`src/bitcrush_quantize_hold_mix_assert.svh`:
```
// Assertion macros for the bitcrusher block.
// Each macro expects clk_i and rst_ni in scope.
`ifndef BITCRUSH_QUANTIZE_HOLD_MIX_ASSERT_SVH
`define BITCRUSH_QUANTIZE_HOLD_MIX_ASSERT_SVH

`ifndef SYNTHESIS
`define BQHM_ASSERT_SAME(lbl, ant, cons, msg) \
  lbl: assert property (@(posedge clk_i) disable iff (!rst_ni) (ant) |-> (cons)) \
    else $error(msg);
`define BQHM_ASSERT_NEXT(lbl, ant, cons, msg) \
  lbl: assert property (@(posedge clk_i) disable iff (!rst_ni) (ant) |=> (cons)) \
    else $error(msg);
`else
`define BQHM_ASSERT_SAME(lbl, ant, cons, msg)
`define BQHM_ASSERT_NEXT(lbl, ant, cons, msg)
`endif

`endif

```
`src/bqhm_pkg.sv`:
```
`default_nettype none

package bqhm_pkg;

  localparam int unsigned BIT_DEPTH_W = 5;
  localparam int unsigned HOLD_LEN_W  = 6;
  localparam int unsigned WET_MIX_W   = 11;
  localparam int unsigned HOLD_CNT_W  = 5;

  localparam int unsigned BITS_MIN  = 1;
  localparam int unsigned BITS_MAX  = 16;
  localparam int unsigned HOLD_MIN  = 1;
  localparam int unsigned HOLD_MAX  = 32;
  localparam int unsigned MIX_ONE   = 1024;
  localparam int unsigned MIX_SHIFT = 10;
  localparam int unsigned MIX_HALF  = MIX_ONE / 2;

  localparam logic [BIT_DEPTH_W-1:0] BIT_DEPTH_RST = BIT_DEPTH_W'(8);
  localparam logic [HOLD_LEN_W-1:0]  HOLD_LEN_RST  = HOLD_LEN_W'(1);
  localparam logic [WET_MIX_W-1:0]   WET_MIX_RST   = WET_MIX_W'(MIX_ONE);

  localparam int unsigned APB_DATA_W = 32;
  localparam int unsigned APB_ADDR_W = 4;

  typedef enum logic [1:0] {
    REG_BIT_DEPTH   = 2'd0,
    REG_HOLD_LENGTH = 2'd1,
    REG_WET_MIX     = 2'd2
  } reg_idx_e;

endpackage

`default_nettype wire

```
`src/bqhm_quant.sv`:
```
`default_nettype none

module bqhm_quant
  import bqhm_pkg::*;
#(
  parameter int SAMPLE_WIDTH = 16
) (
  input  logic [BIT_DEPTH_W-1:0]         bit_depth_i,
  input  logic signed [SAMPLE_WIDTH-1:0] sample_i,
  output logic signed [SAMPLE_WIDTH-1:0] quant_o
);

  localparam int BitsTop = (BITS_MAX < SAMPLE_WIDTH) ? BITS_MAX : SAMPLE_WIDTH;
  localparam int ShW     = $clog2(SAMPLE_WIDTH);

  logic [BIT_DEPTH_W-1:0]  bits;
  logic [ShW-1:0]          shift;
  logic                    neg;
  logic [SAMPLE_WIDTH-1:0] mag;
  logic [SAMPLE_WIDTH-1:0] step_mask;
  logic [SAMPLE_WIDTH-1:0] low_mask;
  logic [SAMPLE_WIDTH-1:0] half;
  logic [SAMPLE_WIDTH:0]   rnd;
  logic [SAMPLE_WIDTH:0]   rnd_neg;
  logic [SAMPLE_WIDTH:0]   max_code;

  always_comb begin
    if (bit_depth_i < BIT_DEPTH_W'(BITS_MIN)) begin
      bits = BIT_DEPTH_W'(BITS_MIN);
    end else if (bit_depth_i > BIT_DEPTH_W'(BitsTop)) begin
      bits = BIT_DEPTH_W'(BitsTop);
    end else begin
      bits = bit_depth_i;
    end
    shift = ShW'(SAMPLE_WIDTH - int'(bits));

    // round the magnitude half away from zero onto the step grid
    neg       = sample_i[SAMPLE_WIDTH-1];
    mag       = neg ? (~sample_i) + SAMPLE_WIDTH'(1) : sample_i;
    step_mask = {SAMPLE_WIDTH{1'b1}} << shift;
    low_mask  = ~step_mask;
    half      = low_mask ^ (low_mask >> 1);
    rnd       = ({1'b0, mag} + {1'b0, half}) & {1'b1, step_mask};
    rnd_neg   = (~rnd) + (SAMPLE_WIDTH + 1)'(1);
    max_code  = {2'b00, {(SAMPLE_WIDTH-1){1'b1}}};

    if (neg) begin
      quant_o = rnd_neg[SAMPLE_WIDTH-1:0];
    end else if (rnd > max_code) begin
      // +1.0 saturates to the largest code
      quant_o = max_code[SAMPLE_WIDTH-1:0];
    end else begin
      quant_o = rnd[SAMPLE_WIDTH-1:0];
    end
  end

endmodule

`default_nettype wire

```
`src/bitcrush_quantize_hold_mix.sv`:
```
// Bitcrusher with per-channel sample-and-hold and dry/wet blend.
// Input channel: in_valid_i/in_ready_o carries channel_i and a signed
// sample_in_i. Output channel: out_valid_o/out_ready_i carries channel_out_o
// and sample_out_o, one result beat per input beat, in order.
// Pipeline: input register, quantize and hold update, two multipliers,
// sum and round into the output register. One beat is taken every cycle
// unless the output stalls, the rate set by the per-channel hold state
// being read and written in a single stage.
// A stalled receiver freezes the whole pipeline: in_ready_o drops while a
// result waits unaccepted, and no beat is lost or duplicated.
// Registers sit on an APB-style port: bit_depth at 0x0, hold_length at 0x4,
// wet_mix at 0x8; write them only while the pipeline is empty.
// Reset clears the pipeline, sets bit_depth 8, hold_length 1, wet_mix 1024,
// and zeroes every channel's hold counter and held value.
// Channels at or above CHANNELS pass the dry sample and touch no state.
`default_nettype none

`include "bitcrush_quantize_hold_mix_assert.svh"

module bitcrush_quantize_hold_mix
  import bqhm_pkg::*;
#(
  parameter int CHANNELS     = 2,
  parameter int SAMPLE_WIDTH = 16
) (
  input  logic clk_i,
  input  logic rst_ni,

  input  logic                        psel,
  input  logic                        penable,
  input  logic                        pwrite,
  input  logic [APB_ADDR_W-1:0]       paddr,
  input  logic [APB_DATA_W-1:0]       pwdata,
  output logic [APB_DATA_W-1:0]       prdata,
  output logic                        pready,

  input  logic                                  in_valid_i,
  output logic                                  in_ready_o,
  input  logic [((CHANNELS > 1) ? $clog2(CHANNELS) : 1)-1:0] channel_i,
  input  logic signed [SAMPLE_WIDTH-1:0]        sample_in_i,

  output logic                                  out_valid_o,
  input  logic                                  out_ready_i,
  output logic [((CHANNELS > 1) ? $clog2(CHANNELS) : 1)-1:0] channel_out_o,
  output logic signed [SAMPLE_WIDTH-1:0]        sample_out_o
);

  localparam int ChW   = (CHANNELS > 1) ? $clog2(CHANNELS) : 1;
  localparam int CoefW = WET_MIX_W + 1;
  localparam int ProdW = SAMPLE_WIDTH + CoefW;
  localparam int SumW  = ProdW + 1;

  // configuration registers
  logic [BIT_DEPTH_W-1:0] bit_depth_q;
  logic [HOLD_LEN_W-1:0]  hold_len_q;
  logic [WET_MIX_W-1:0]   wet_mix_q;
  logic                   cfg_we;
  logic [1:0]             cfg_idx;

  assign pready  = 1'b1;
  assign cfg_we  = psel && penable && pwrite;
  assign cfg_idx = paddr[3:2];

  always_ff @(posedge clk_i or negedge rst_ni) begin
    if (!rst_ni) begin
      bit_depth_q <= BIT_DEPTH_RST;
      hold_len_q  <= HOLD_LEN_RST;
      wet_mix_q   <= WET_MIX_RST;
    end else if (cfg_we) begin
      case (cfg_idx)
        REG_BIT_DEPTH:   bit_depth_q <= pwdata[BIT_DEPTH_W-1:0];
        REG_HOLD_LENGTH: hold_len_q  <= pwdata[HOLD_LEN_W-1:0];
        REG_WET_MIX:     wet_mix_q   <= pwdata[WET_MIX_W-1:0];
        default: ;
      endcase
    end
  end

  always_comb begin
    case (cfg_idx)
      REG_BIT_DEPTH:   prdata = APB_DATA_W'(bit_depth_q);
      REG_HOLD_LENGTH: prdata = APB_DATA_W'(hold_len_q);
      REG_WET_MIX:     prdata = APB_DATA_W'(wet_mix_q);
      default:         prdata = '0;
    endcase
  end

  // pipeline advance: every stage moves unless the output beat is stalled
  logic adv;
  logic out_valid_q;

  assign adv        = !out_valid_q || out_ready_i;
  assign in_ready_o = adv;

  // input register
  logic                          s0_valid_q;
  logic [ChW-1:0]                s0_ch_q;
  logic signed [SAMPLE_WIDTH-1:0] s0_sample_q;

  always_ff @(posedge clk_i or negedge rst_ni) begin
    if (!rst_ni) begin
      s0_valid_q <= 1'b0;
    end else if (adv) begin
      s0_valid_q <= in_valid_i;
    end
  end

  always_ff @(posedge clk_i) begin
    if (adv && in_valid_i) begin
      s0_ch_q     <= channel_i;
      s0_sample_q <= sample_in_i;
    end
  end

  // quantize and hold update
  logic signed [SAMPLE_WIDTH-1:0] quant;
  logic [HOLD_CNT_W-1:0]          hold_cnt_q [CHANNELS];
  logic signed [SAMPLE_WIDTH-1:0] held_q     [CHANNELS];
  logic                           in_range;
  logic [ChW-1:0]                 idx;
  logic [HOLD_LEN_W-1:0]          hold_eff;
  logic [WET_MIX_W-1:0]           mix_eff;
  logic                           capture;
  logic [HOLD_CNT_W-1:0]          cnt_d;
  logic signed [SAMPLE_WIDTH-1:0] held_d;
  logic signed [SAMPLE_WIDTH-1:0] wet_src;
  logic                           state_we;

  bqhm_quant #(
    .SAMPLE_WIDTH(SAMPLE_WIDTH)
  ) u_quant (
    .bit_depth_i(bit_depth_q),
    .sample_i   (s0_sample_q),
    .quant_o    (quant)
  );

  always_comb begin
    in_range = int'(s0_ch_q) < CHANNELS;
    idx      = in_range ? s0_ch_q : '0;

    if (hold_len_q < HOLD_LEN_W'(HOLD_MIN)) begin
      hold_eff = HOLD_LEN_W'(HOLD_MIN);
    end else if (hold_len_q > HOLD_LEN_W'(HOLD_MAX)) begin
      hold_eff = HOLD_LEN_W'(HOLD_MAX);
    end else begin
      hold_eff = hold_len_q;
    end

    mix_eff = (wet_mix_q > WET_MIX_W'(MIX_ONE)) ? WET_MIX_W'(MIX_ONE) : wet_mix_q;

    capture = (hold_eff <= HOLD_LEN_W'(HOLD_MIN)) || (hold_cnt_q[idx] == '0);
    if (capture) begin
      cnt_d  = HOLD_CNT_W'(hold_eff - HOLD_LEN_W'(1));
      held_d = quant;
    end else begin
      cnt_d  = hold_cnt_q[idx] - HOLD_CNT_W'(1);
      held_d = held_q[idx];
    end

    // out-of-range channel: blend dry with itself, which gives dry exactly
    wet_src  = in_range ? held_d : s0_sample_q;
    state_we = adv && s0_valid_q && in_range;
  end

  always_ff @(posedge clk_i or negedge rst_ni) begin
    if (!rst_ni) begin
      for (int i = 0; i < CHANNELS; i++) begin
        hold_cnt_q[i] <= '0;
        held_q[i]     <= '0;
      end
    end else if (state_we) begin
      hold_cnt_q[idx] <= cnt_d;
      held_q[idx]     <= held_d;
    end
  end

  logic                           s1_valid_q;
  logic [ChW-1:0]                 s1_ch_q;
  logic signed [SAMPLE_WIDTH-1:0] s1_dry_q;
  logic signed [SAMPLE_WIDTH-1:0] s1_wet_q;
  logic [WET_MIX_W-1:0]           s1_mix_q;

  always_ff @(posedge clk_i or negedge rst_ni) begin
    if (!rst_ni) begin
      s1_valid_q <= 1'b0;
    end else if (adv) begin
      s1_valid_q <= s0_valid_q;
    end
  end

  always_ff @(posedge clk_i) begin
    if (adv && s0_valid_q) begin
      s1_ch_q  <= s0_ch_q;
      s1_dry_q <= s0_sample_q;
      s1_wet_q <= wet_src;
      s1_mix_q <= mix_eff;
    end
  end

  // weight the dry and held values
  logic signed [CoefW-1:0] dry_coef;
  logic signed [CoefW-1:0] wet_coef;
  logic signed [ProdW-1:0] prod_dry_d;
  logic signed [ProdW-1:0] prod_wet_d;

  assign dry_coef   = signed'({1'b0, WET_MIX_W'(MIX_ONE) - s1_mix_q});
  assign wet_coef   = signed'({1'b0, s1_mix_q});
  assign prod_dry_d = dry_coef * s1_dry_q;
  assign prod_wet_d = wet_coef * s1_wet_q;

  logic                    s2_valid_q;
  logic [ChW-1:0]          s2_ch_q;
  logic signed [ProdW-1:0] s2_prod_dry_q;
  logic signed [ProdW-1:0] s2_prod_wet_q;

  always_ff @(posedge clk_i or negedge rst_ni) begin
    if (!rst_ni) begin
      s2_valid_q <= 1'b0;
    end else if (adv) begin
      s2_valid_q <= s1_valid_q;
    end
  end

  always_ff @(posedge clk_i) begin
    if (adv && s1_valid_q) begin
      s2_ch_q       <= s1_ch_q;
      s2_prod_dry_q <= prod_dry_d;
      s2_prod_wet_q <= prod_wet_d;
    end
  end

  // sum and round half away from zero
  logic signed [SumW-1:0]         mix_sum;
  logic signed [SumW-1:0]         mix_rnd;
  logic signed [SumW-1:0]         mix_shr;
  logic signed [SAMPLE_WIDTH-1:0] sample_out_d;

  always_comb begin
    mix_sum = SumW'(s2_prod_dry_q) + SumW'(s2_prod_wet_q);
    if (mix_sum[SumW-1]) begin
      mix_rnd = mix_sum + SumW'(MIX_HALF - 1);
    end else begin
      mix_rnd = mix_sum + SumW'(MIX_HALF);
    end
    mix_shr      = mix_rnd >>> MIX_SHIFT;
    sample_out_d = mix_shr[SAMPLE_WIDTH-1:0];
  end

  logic [ChW-1:0]                 channel_out_q;
  logic signed [SAMPLE_WIDTH-1:0] sample_out_q;

  always_ff @(posedge clk_i or negedge rst_ni) begin
    if (!rst_ni) begin
      out_valid_q <= 1'b0;
    end else if (adv) begin
      out_valid_q <= s2_valid_q;
    end
  end

  always_ff @(posedge clk_i) begin
    if (adv && s2_valid_q) begin
      channel_out_q <= s2_ch_q;
      sample_out_q  <= sample_out_d;
    end
  end

  assign out_valid_o   = out_valid_q;
  assign channel_out_o = channel_out_q;
  assign sample_out_o  = sample_out_q;

  `BQHM_ASSERT_SAME(a_stall_blocks_input, out_valid_o && !out_ready_i, !in_ready_o, "stalled")
  `BQHM_ASSERT_NEXT(a_input_enters_pipe, in_valid_i && in_ready_o, s0_valid_q, "input lost")
  `BQHM_ASSERT_NEXT(a_result_reaches_out, s2_valid_q && adv, out_valid_o, "result beat lost")

endmodule

`default_nettype wire
```
`config.mk`:
```
export PLATFORM = sky130hd
export DESIGN_NAME = bitcrush_quantize_hold_mix
export DESIGN_NICKNAME = d
export VERILOG_FILES = /design/src/bqhm_pkg.sv /design/src/bqhm_quant.sv /design/src/bitcrush_quantize_hold_mix.sv
export VERILOG_INCLUDE_DIRS = /design/src /design/src/src
export SDC_FILE = /design/constraint.sdc
export NUM_CORES = 1
export LEC_CHECK = 0
export ABC_CLOCK_PERIOD_IN_PS = 12100
export BUFFER_PORTS_ARGS = -buffer_cell sky130_fd_sc_hd__buf_2
export CORE_ASPECT_RATIO = 1.25
export CORE_MARGIN = 1
export CORE_UTILIZATION = 30
export CTS_CLUSTER_DIAMETER = 200
export CTS_CLUSTER_SIZE = 40
export DETAILED_ROUTE_END_ITERATION = 10
export HOLD_SLACK_MARGIN = 0.03
export MAX_ROUTING_LAYER = met4
export PLACE_DENSITY = 0.55
export SYNTH_ARGS = -nofsm -noshare
export SYNTH_HDL_FRONTEND = slang
export SYNTH_SLANG_ARGS = --single-unit
```
`constraint.sdc`:
```
create_clock -name clk_i -period 12.1 [get_ports clk_i]
set_input_delay 1.815 -clock clk_i [delete_from_list [all_inputs] [get_ports clk_i]]
set_output_delay 1.815 -clock clk_i [all_outputs]
set_load 0.05 [all_outputs]
```
======== Word level (Yosys, flattened, before mapping) ========
Index checks and enable logic that the tools add are counted.
storage, ports and cells
  logic and storage cells ................. 90
  output and inout bits ................... 52
  bits of input ports ..................... 60
  bits in registers ....................... 203
operators by class
  bitwise operators ....................... 6
  muxes and demuxes ....................... 23
  multipliers ............................. 2
  order comparisons ....................... 9
  shifts and indexed selects .............. 1
  $add $sub $neg .......................... 10
  eq/ne operators ......................... 2
  reduce and logical (&&, ||, !) cells .... 15
operator list
  cell                                                  count
  two-way mux 16 bit                                    8
  multiplier 12 x 16 -> 28 bit                          2
  NOT 16 bit                                            3
  one-hot mux 11 bit (3 select lines)                   1
  bitwise mux 32 bit                                    1
  adder 28 x 28 -> 29 bit                               1
  adder 26 x 10 -> 26 bit, second input constant        1
  adder 26 x 9 -> 26 bit, second input constant         1
  two-way mux 26 bit                                    1
  two-way mux 5 bit                                     5
  adder 16 x 16 -> 17 bit                               1
  bitwise AND 17 bit                                    1
  > comparator 17 x 15 -> 1 bit, second input constant  1
  adder 16 x 1 -> 16 bit, second input constant         1
  adder 16 x 2 -> 16 bit, second input constant         1
  demux 16 bit (select 1 bit)                           1
  << shifter 16 x 4 -> 16 bit, first input constant     1
  XOR 16 x 15 -> 16 bit                                 1
  two-way mux 6 bit                                     2
  > comparator 11 bit, second input constant            1
  subtractor 11 bit, first input constant               1
  bitwise mux 10 bit                                    1
  subtractor 5 x 1 -> 5 bit, second input constant      2
  two-way mux 4 bit                                     2
  18 further kinds                                      27

======== Logic depth before layout (Yosys ltp) ========
Gate-level depths: netlist of the first run.
  depth in word-level cells ............... 14
  depth in mapped cells ................... 29
  depth with buffers taken out ............ 28

======== Hierarchy ========
From an unflattened synthesis of the first run, not the netlist that was laid out.
second synthesis, totals
  cells, all modules ...................... 2612
  area total of the unflattened synthesis .. 24851.3 µm²
by module, submodules not included
  module                      cells an instance  area each (µm²)  seq. area each (µm²)  times used
  bitcrush_quantize_hold_mix  2340               22992.1          5759.3                1
  bqhm_quant                  272                1859.3           0.0                   1

======== Least setup slack after synthesis of the first run ========
OpenSTA, ideal clock, no wires.
  kind .................................... flip-flop to flip-flop
  start point ............................. register s1_mix_q[1]
  end point ............................... register s2_prod_dry_q[27], data pin
  period minus slack after synthesis ...... 7002 ps
  required time ........................... 11840 ps
  library setup time ...................... 260 ps
  buffers on the path ..................... 2
  slack ................................... 5098 ps
  arrival ................................. 6742 ps
  stages on the path, launching flop included .. 28
  cells stage by stage .................... edfxtp_1 -> clkbuf_1 -> inv_1 -> ha_1 -> nand2_1 -> or3_1 -> nor3_1 -> xnor2_1 -> clkbuf_1 -> nand2_1 -> fa_1 -> inv_1 -> fa_1 -> fa_1 -> fa_1 -> inv_1 -> fa_1 -> inv_1 -> ha_1 -> and3_1 -> a21oi_1 -> o21ai_1 -> o41ai_2 -> o221ai_1 -> o41a_1 -> a21o_1 -> a21oi_1 -> xnor2_1
between the ends
  cells in the longest elaborated chain, start to end .. 2
RTL lines
  item                          line                               RTL
  start, declared               bitcrush_quantize_hold_mix.sv:181  logic [WET_MIX_W-1:0] s1_mix_q;
  start signal, assigned        bitcrush_quantize_hold_mix.sv:196  s1_mix_q <= mix_eff;
  subtractor 11 bit             bitcrush_quantize_hold_mix.sv:206  assign dry_coef = signed'({1'b0, WET_MIX_W'(MIX_ONE) - s1_mix_q});
  multiplier 12 x 16 -> 28 bit  bitcrush_quantize_hold_mix.sv:208  assign prod_dry_d = dry_coef * s1_dry_q;
  net prod_dry_d[27]            bitcrush_quantize_hold_mix.sv:203  logic signed [ProdW-1:0] prod_dry_d;
  end signal, assigned          bitcrush_quantize_hold_mix.sv:227  s2_prod_dry_q <= prod_dry_d;
  end, declared                 bitcrush_quantize_hold_mix.sv:213  logic signed [ProdW-1:0] s2_prod_dry_q;
The timed path passes the listed nets, and every way through them passes these cells.
A chain may end at the register's enable or synchronous reset.

======== Worst setup path in the final report of the first run ========
Same ends and word-level chain as after synthesis.

==> flow_summary.yaml, run 1 <==
status:
  status: "finished clean"
yosys:
  synth_ff_type: "edfxtp_1"
  ys_seq_area_share_pct: 23.6
  async_flop_share_pct: 33.5
  synthCells: 2563
  synth-edff-count: 135
  ys_warn_count: 0
  synth_seq_cells: 203
  syn_area_um2: 24400
  syn_avg_cell_area_um2: 9.53
  synth_cell_types: 85
die:
  ioPinCount: 112
  dieArea_um2: 82600
  chipWidth_um: 257
  start_util_pct: 30.4
  coreArea_um2: 80300
  die_h_um: 321
  std_cell_rows: 116
final_layout:
  multi_input_area_um2: 16600
  layout.area.seq_um2: 5760
  n_fill_cell: 8295
  drive_gt1_share_pct: 7.28
  synthToLayoutAreaGrowth_pct: 6.95
  num_antenna_cells: 0
  final_nets: 3126
worst_setup_path:
  worstPathMaxFanout: 18
  endpoint_kind: "flop"
  reg2reg_depth: 27
  startpoint_type: "flop"
  worst-setup-path-type: "reg2reg"
  arrival_ns: 8.13
  crit_required_ns: 12.38
clock_network:
  root_buffer: "clkbuf_16"
  cts_max_level: 1
  clk-insertion-delay-late_ns: 0.52
  cts_resized: 0
  cts_tree: "built"
  cts_max_path_buffers: 3
  clk_pin_slew_ns: 0.15
  hold_buffers: 0
  clock_sinks: 203
  postCtsSetupBuffers: 0
  cts-buffers-inserted: 9
global_route:
  grt-ovfl-total: 0
  grt_usage_pct: 14.3
  grt_pass1_vias: 17600
  antenna_found_initial: 0
  grt_pass1_wl_mm: 92.4
  grt_max_degree: 69
worst_hold_path:
  min_path_cells: 0
  holdCritPathClass: "reg2reg"
sta:
  finalSetupTns_ns: 0
  setup_viol: 0
  hold_viol_final: 0
  grt_setup_unrepaired: "no"
  worst_slew_pin_slew_ns: 1.10
  clock_skew_ns: 0.0611
  period_share_pct: 64.9
  max_clock_freq_mhz: 127
  maxSlewViolCount: 0
  period_minus_slack_ns: 7.85
  slew_headroom_pct: 26.6
detailed_routing:
  num_vias: 16700
  postRouteAntennaNets: 0
  drc: 0
  drtIter0Drc: 625
  avgRoutedWirePerCell_um: 15.4
  wirelength_mm: 55.8
  drt_pass1_iterations: 5
  vias_per_cell: 4.59
job:
  max_cap_violations: 0
placed_design:
  dpl.hpwl_mm: 45.6
  gp_congestion: 0.857
  io_buffer_count: 66
==> layer usage <==
metal  track usage, %  up-vias  share of wire [%]
li1                 -     8098                  -
met1             16.6     8308                 42
met2             26.9      223                 54
met3             1.00       44                2.3
met4             2.71        0                1.5
met5                -        -                  0
==> sequential cells by signal, summed over array words and instances, names as in the netlist, 5 cells and up <==
register,count
bit_depth_q,5
held_q,32
hold_cnt_q,10
hold_len_q,6
s0_sample_q,16
s1_dry_q,16
s1_mix_q,11
s1_wet_q,16
s2_prod_dry_q,28
s2_prod_wet_q,28
sample_out_o,16
wet_mix_q,11
==> placed cells by master (no fill, tap or decap), types with 50 or more instances in the layout <==
| cell | synthesis | final |
|---|---|---|
| inv_1 | 454 | 453 |
| fa_1 | 324 | 324 |
| nand2_1 | 321 | 321 |
| ha_1 | 177 | 177 |
| and2_1 | 143 | 142 |
| edfxtp_1 | 135 | 135 |
| nor2_1 | 117 | 117 |
| xnor2_1 | 109 | 104 |
| a21oi_1 | 85 | 85 |
| o21ai_0 | 69 | 69 |
| buf_2 | 3 | 66 |
| dfrtp_1 | 65 | 65 |
| nor2b_1 | 50 | 50 |
==> metrics by stage <==
step	instance area (µm²)	cells	utilization [%]	worst slack, ns	hold WS, ns
floorplan	24500	2583	-	5.10	0.400
global placement	25900	3616	32.2	4.28	0.406
detailed placement	25900	3616	32.2	4.23	0.406
CTS	26100	3629	32.5	4.21	0.439
global route	26100	3629	32.5	3.83	0.462
finish	26100	3629	32.5	4.25	0.443
==> worst max-delay path, cell delays in order (launching register included) <==
cell      delay (ns)
edfxtp_1        0.72
inv_1           0.18
ha_1            0.22
nand2_1         0.12
or3_1           0.40
nor3_1          0.28
xnor2_2         0.14
buf_4           0.25
nand2_1         0.12
fa_1            0.50
fa_1            0.50
fa_1            0.49
inv_1           0.06
fa_1            0.53
inv_1           0.06
fa_1            0.53
inv_1           0.04
ha_1            0.34
a21oi_1         0.24
nand2_1         0.12
o21ai_1         0.22
o21ai_1         0.13
o41ai_2         0.36
o221ai_1        0.22
o41a_1          0.37
a21o_1          0.19
a21oi_1         0.16
xnor2_1         0.08
==> logic make-up after synthesis <==
family	share of synthesized area (%)
compound gates	8.73
xor+xnor	4.98
fa+ha+maj	35.6
buf+inv	9.16
flops	23.6
mux	2.18
other cells	0.0307
simple gates	15.7
==> cells in the mapped netlist (all sizes together), types with 16 or more instances <==
master	count	share of area (%)
o21ai	90	1.9
xor2	30	1.1
inv	454	7.0
and3	23	0.59
nor2b	50	1.3
clkbuf	90	1.4
nor2	117	1.8
a21o	23	0.71
buf	27	0.80
and2	144	3.7
a21oi	87	1.8
fa	324	27
or3	17	0.44
a211oi	19	0.62
edfxtp	135	17
mux2	34	1.6
nand2	323	5.0
dfrtp	65	6.7
ha	177	9.1
nand2b	16	0.41
xnor2	109	3.9
nand3	28	0.57
nor3	22	0.45
==> worst paths after layout <==
kind	slack, ns	to	startpoint
setup / recovery	4.25	s2_prod_dry_q[27]$_DFFE_PP_	s1_mix_q[1]$_SDFFCE_PN0P_
hold / removal	0.44	s2_ch_q$_DFFE_PP_	s1_ch_q$_DFFE_PP_
setup reg to reg	4.25	s2_prod_dry_q[27]$_DFFE_PP_	s1_mix_q[1]$_SDFFCE_PN0P_
hold reg to reg	0.44	s2_ch_q$_DFFE_PP_	s1_ch_q$_DFFE_PP_
max in group asynchronous	9.96	held_q[19]$_DFFE_PN0P_	rst_ni
min in group asynchronous	1.49	hold_cnt_q[4]$_DFFE_PN0P_	rst_ni
==> cell type report <==
cell class	instances	area share [%]
Clock buffer	11	0.891
Clock inverter	2	0.148
Inverter	454	6.52
Multi-Input combinational cell	1809	63.4
Sequential cell	203	22.0
Tap cell	1062	5.09
Timing Repair Buffer	88	1.90
Power of run 1 is not shown: default switching activity piles up to over one toggle a cycle in this logic, so the estimate is an artifact.
==> inputs of run 2 (changes only) <==
Settings changed: ABC_CLOCK_PERIOD_IN_PS 12100 to 6950, PLACE_DENSITY 0.55 to 0.56.
Clock period 12.1 ns to 6.95 ns, I/O delays scaled along.
==> run 2 against run 1 <==
Via count grew 1.5%. Clock skew grew 0.021 ns. Register-to-register slack lost 4.0 ns. Die area is the same. Sequential cell count is the same. Largest cell class unchanged. Non-clock buffer count grew 48. Final cell count grew 1.3%. Global-route usage grew 0.52 points. First-iteration DRC count grew 20%. Setup slack lost 4.0 ns. Core utilization grew 0.72 points. Critical path type unchanged.
==> flow_summary.yaml, run 2 (synthesis results as in run 1) <==
detailed_routing:
  num_vias: 16900
  vias_per_cell: 4.60
  postRouteAntennaNets: 0
  wirelength_mm: 58.0
  drtIter0Drc: 751
  drt_pass1_iterations: 7
  drc: 0
  avgRoutedWirePerCell_um: 15.8
placed_design:
  io_buffer_count: 66
  gp_congestion: 0.859
  dpl.hpwl_mm: 47.4
sta:
  maxSlewViolCount: 0
  worst_slew_pin_slew_ns: 1.12
  clock_skew_ns: 0.0817
  period_minus_slack_ns: 6.68
  hold_viol_final: 0
  max_clock_freq_mhz: 150
  period_share_pct: 96.2
  grt_setup_unrepaired: "yes"
  setup_viol: 0
  slew_headroom_pct: 25.3
die:
  ioPinCount: 112
  die_h_um: 321
  std_cell_rows: 116
  dieArea_um2: 82600
  coreArea_um2: 80300
  chipWidth_um: 257
  start_util_pct: 30.4
final_layout:
  num_antenna_cells: 0
  layout_commonest_cell: "inv_1"
  final_nets: 3174
  largest_register: "held_q"
  drive_gt1_share_pct: 10.8
  final_cell_mix: "inv_1, fa_1, nand2_1"
  post-route-util_pct: 33.3
  largest_reg_flops: 32
  largestRegisters: "held_q: 32 flops, s2_prod_dry_q: 28 flops, s2_prod_wet_q: 28 flops"
  synthToLayoutAreaGrowth_pct: 9.33
  n_fill_cell: 8254
global_route:
  grt_usage_pct: 14.8
  grt_max_degree: 69
  grt_pass1_vias: 17600
  grt-ovfl-total: 0
  grt_pass1_wl_mm: 94.0
  antenna_found_initial: 0
clock_network:
  cts_max_level: 1
  hold_buffers: 0
  clk-insertion-delay-late_ns: 0.53
  cts-buffers-inserted: 9
  cts_max_path_buffers: 3
  clk_pin_slew_ns: 0.18
  cts_tree: "built"
  clock_sinks: 203
  root_buffer: "clkbuf_16"
worst_setup_path:
  crit_path_frequent_cell: "fa_1"
  cpMaxStageDelayCell: "fa_2"
  arrival_ns: 7.00
  endpoint_kind: "flop"
  worst-setup-path-type: "reg2reg"
  crit_buf_inv: 8
  startpoint_type: "flop"
  cp_slowest_stage_delay_ns: 0.59
  crit_required_ns: 7.26
  path_delay_family: "adder cells"
  worstPathMaxFanout: 6
job:
  max_cap_violations: 0
status:
  status: "finished clean"
worst_hold_path:
  holdCritPathClass: "reg2reg"
## run 2: metrics by stage
stage | area (µm²) | setup WS, ns | setup TNS, ns | std cells | hold slack [ns]
after floorplan | 24500 | 0.0251 | 0 | 2583 | 0.400
after global placement | 26200 | 0.0555 | 0 | 3660 | 0.406
after detailed placement | 26200 | 0.0820 | 0 | 3660 | 0.407
after CTS | 26400 | 0.0909 | 0 | 3673 | 0.443
after global routing | 26700 | -0.0538 | -0.0538 | 3677 | 0.458
final | 26700 | 0.266 | 0 | 3677 | 0.440
## run 2: timing repair
action                                  4_1_cts  5_1_grt
endpoints found under the hold margin         0        0
endpoints found under the setup margin        0        5
gates resized for setup                       0       63
buffers inserted                              0        4
## run 2: final timing paths
check	from	to	slack (ns)	cells past startpoint
max reg2reg	s1_mix_q[2]$_SDFFCE_PN0P_	s2_prod_dry_q[27]$_DFFE_PP_	0.27	28
min reg2reg	s1_ch_q$_DFFE_PP_	s2_ch_q$_DFFE_PP_	0.44	0
min in group asynchronous	rst_ni	hold_len_q[1]$_DFFE_PN0P_	0.71	2
max in group asynchronous	rst_ni	held_q[3]$_DFFE_PN0P_	5.60	2
min	s1_ch_q$_DFFE_PP_	s2_ch_q$_DFFE_PP_	0.44	0
max	s1_mix_q[2]$_SDFFCE_PN0P_	s2_prod_dry_q[27]$_DFFE_PP_	0.27	28
## run 2: cell type report
type / count / area, µm² / share of cell area, %
clock buffer: 11 / 233 / 0.871
clock inverter: 2 / 36.3 / 0.136
inverter: 454 / 1700 / 6.38
multi-input combinational: 1809 / 16700 / 62.6
sequential: 203 / 5760 / 21.6
tap: 1062 / 1330 / 4.98
timing repair buffer: 136 / 913 / 3.42
## run 2: layer usage
metal / wire length, µm / vias to the layer above / global-route usage [%]
li1: - / 8187 / -
met1: 23400 / 8409 / 16.5
met2: 31000 / 252 / 27.4
met3: 1320 / 71 / 0.985
met4: 2160 / 0 / 5.45
met5: 0 / - / -
Power of run 2 is left out for the same reason.
==> inputs of run 3 (changes only) <==
Settings changed: BUFFER_PORTS_ARGS -buffer_cell sky130_fd_sc_hd__buf_2 to -buffer_cell sky130_fd_sc_hd__buf_4.
==> run 3 against run 2 <==
Via count about the same. Critical path type unchanged. Setup slack worse by 0.051 ns. Core utilization about the same. Routed wire length down 0.57%. Largest cell class unchanged. Global-route usage down 0.11 points.
==> flow_summary.yaml, run 3 (synthesis results as in run 1) <==
status:
  status: "finished clean"
global_route:
  grt_max_degree: 69
  grt_usage_pct: 14.7
  grt_pass1_wl_mm: 93.5
  grt_pass1_vias: 17500
  antenna_found_initial: 0
  grt-ovfl-total: 0
die:
  coreArea_um2: 80300
  ioPinCount: 112
  std_cell_rows: 116
  dieArea_um2: 82600
  start_util_pct: 30.4
  chipWidth_um: 257
  die_h_um: 321
final_layout:
  largest_reg_flops: 32
  drive_gt1_share_pct: 9.39
  num_antenna_cells: 0
  layoutNonFillerInstCount: 3670
  largest_register: "held_q"
  largestRegisters: "held_q: 32 flops, s2_prod_dry_q: 28 flops, s2_prod_wet_q: 28 flops"
  synthToLayoutAreaGrowth_pct: 9.39
  layout_commonest_cell: "inv_1"
  n_fill_cell: 8265
  final_cell_mix: "inv_1, fa_1, nand2_1"
  final_cell_area_um2: 26700
  final_nets: 3167
clock_network:
  cts_max_path_buffers: 3
  clk-insertion-delay-late_ns: 0.52
  clk_pin_slew_ns: 0.16
  cts_max_level: 1
  root_buffer: "clkbuf_16"
  cts-buffers-inserted: 9
  clock_sinks: 203
  cts_tree: "built"
detailed_routing:
  drtIter0Drc: 652
  drt_pass1_iterations: 5
  vias_per_cell: 4.61
  num_vias: 16900
  wirelength_mm: 57.6
  postRouteAntennaNets: 0
  drc: 0
  avgRoutedWirePerCell_um: 15.7
sta:
  worst_slew_pin_slew_ns: 1.02
  period_share_pct: 96.9
  period_minus_slack_ns: 6.73
  max_clock_freq_mhz: 148
  clock_skew_ns: 0.0686
  setup_viol: 0
  maxSlewViolCount: 0
  slew_headroom_pct: 32.1
  hold_viol_final: 0
worst_setup_path:
  r2r_slack_ns: 0.22
  arrival_ns: 7.03
  endpoint_kind: "flop"
  path_delay_family: "adder cells"
  reg2reg_depth: 31
  startpoint_type: "flop"
  regToRegEndpoint: "s2_prod_dry_q[27]$_DFFE_PP_"
  worstPathMaxFanout: 8
  r2r_start: "s1_mix_q[2]$_SDFFCE_PN0P_"
  crit_buf_inv: 10
  cp_slowest_stage_delay_ns: 0.56
  cpMaxStageDelayCell: "fa_1"
  crit_required_ns: 7.25
  worst-setup-path-type: "reg2reg"
placed_design:
  dpl.hpwl_mm: 47.1
  gp_congestion: 0.872
  post_dp_cell_area_um2: 26300
  io_buffer_count: 66
  dp_cells: 3655
worst_hold_path:
  min_path_cells: 0
  holdCritStartpoint: "s2_ch_q$_DFFE_PP_"
  min_to: "channel_out_o$_DFFE_PP_"
  holdCritPathClass: "reg2reg"
job:
  max_cap_violations: 0
-- run 3: timing repair --
action                                  CTS  global route
hold buffers                              0             0
endpoints found under the setup margin    0             5
resized for setup                         0            27
buffers inserted                          0             2
-- run 3: how the worst max path moves through the flow --
stage | from | end | slack [ns] | cells after the start
2_1_floorplan | s1_mix_q[1]$_SDFFCE_PN0P_ | s2_prod_dry_q[27]$_DFFE_PP_ | 0.03 | 27
3_3_place_gp | s1_mix_q[3]$_SDFFCE_PN0P_ | s2_prod_dry_q[27]$_DFFE_PP_ | 0.06 | 28
3_5_place_dp | s1_mix_q[2]$_SDFFCE_PN0P_ | s2_prod_dry_q[27]$_DFFE_PP_ | 0.03 | 26
4_1_cts | s1_mix_q[2]$_SDFFCE_PN0P_ | s2_prod_dry_q[27]$_DFFE_PP_ | 0.04 | 26
5_1_grt | s1_mix_q[2]$_SDFFCE_PN0P_ | s2_prod_dry_q[27]$_DFFE_PP_ | -0.04 | 31
6_report | s1_mix_q[2]$_SDFFCE_PN0P_ | s2_prod_dry_q[27]$_DFFE_PP_ | 0.22 | 31
-- run 3: final cells by class --
| class | count | area (µm²) | share of cell area (%) |
|---|---|---|---|
| Multi-Input combinational cell | 1809 | 16600 | 62.2 |
| Sequential cell | 203 | 5760 | 21.6 |
| Inverter | 454 | 1700 | 6.38 |
| Tap cell | 1062 | 1330 | 4.97 |
| Timing Repair Buffer | 129 | 1020 | 3.83 |
| Clock buffer | 12 | 246 | 0.922 |
| Clock inverter | 1 | 30.0 | 0.112 |
-- run 3: per-stage QoR --
| step | TNS, ns | hold slack [ns] | worst slack (ns) | util, % |
|---|---|---|---|---|
| final | 0 | 0.457 | 0.215 | 33.3 |
| after global routing | -0.0393 | 0.465 | -0.0364 | 33.3 |
| after CTS | 0 | 0.454 | 0.0364 | 33.1 |
| after detailed placement | 0 | 0.405 | 0.0332 | 32.8 |
| after global placement | 0 | 0.406 | 0.0593 | 32.8 |
| after floorplan | 0 | 0.400 | 0.0251 | - |
-- run 3: worst register-to-register path, delay by kind of cell (launching register included) --
kind                     cells  cell delay, ns
AND/OR/NAND/NOR              4            0.65
AO/OA/AOI/OAI                9            1.49
flip-flops                   1            0.42
buffers and inverters       10            1.07
XOR/XNOR                     2            0.23
adder cells (fa/ha/maj)      6            2.64
-- run 3: metal layers --
metal  up-vias  GRT usage, %  wire (µm)
li1       8190             -          -
met1      8457          16.3      23400
met2       202          27.9      31300
met3        60         0.914       1260
met4         0          4.30       1660
met5         -             -          0
Power of run 3 is left out for the same reason.
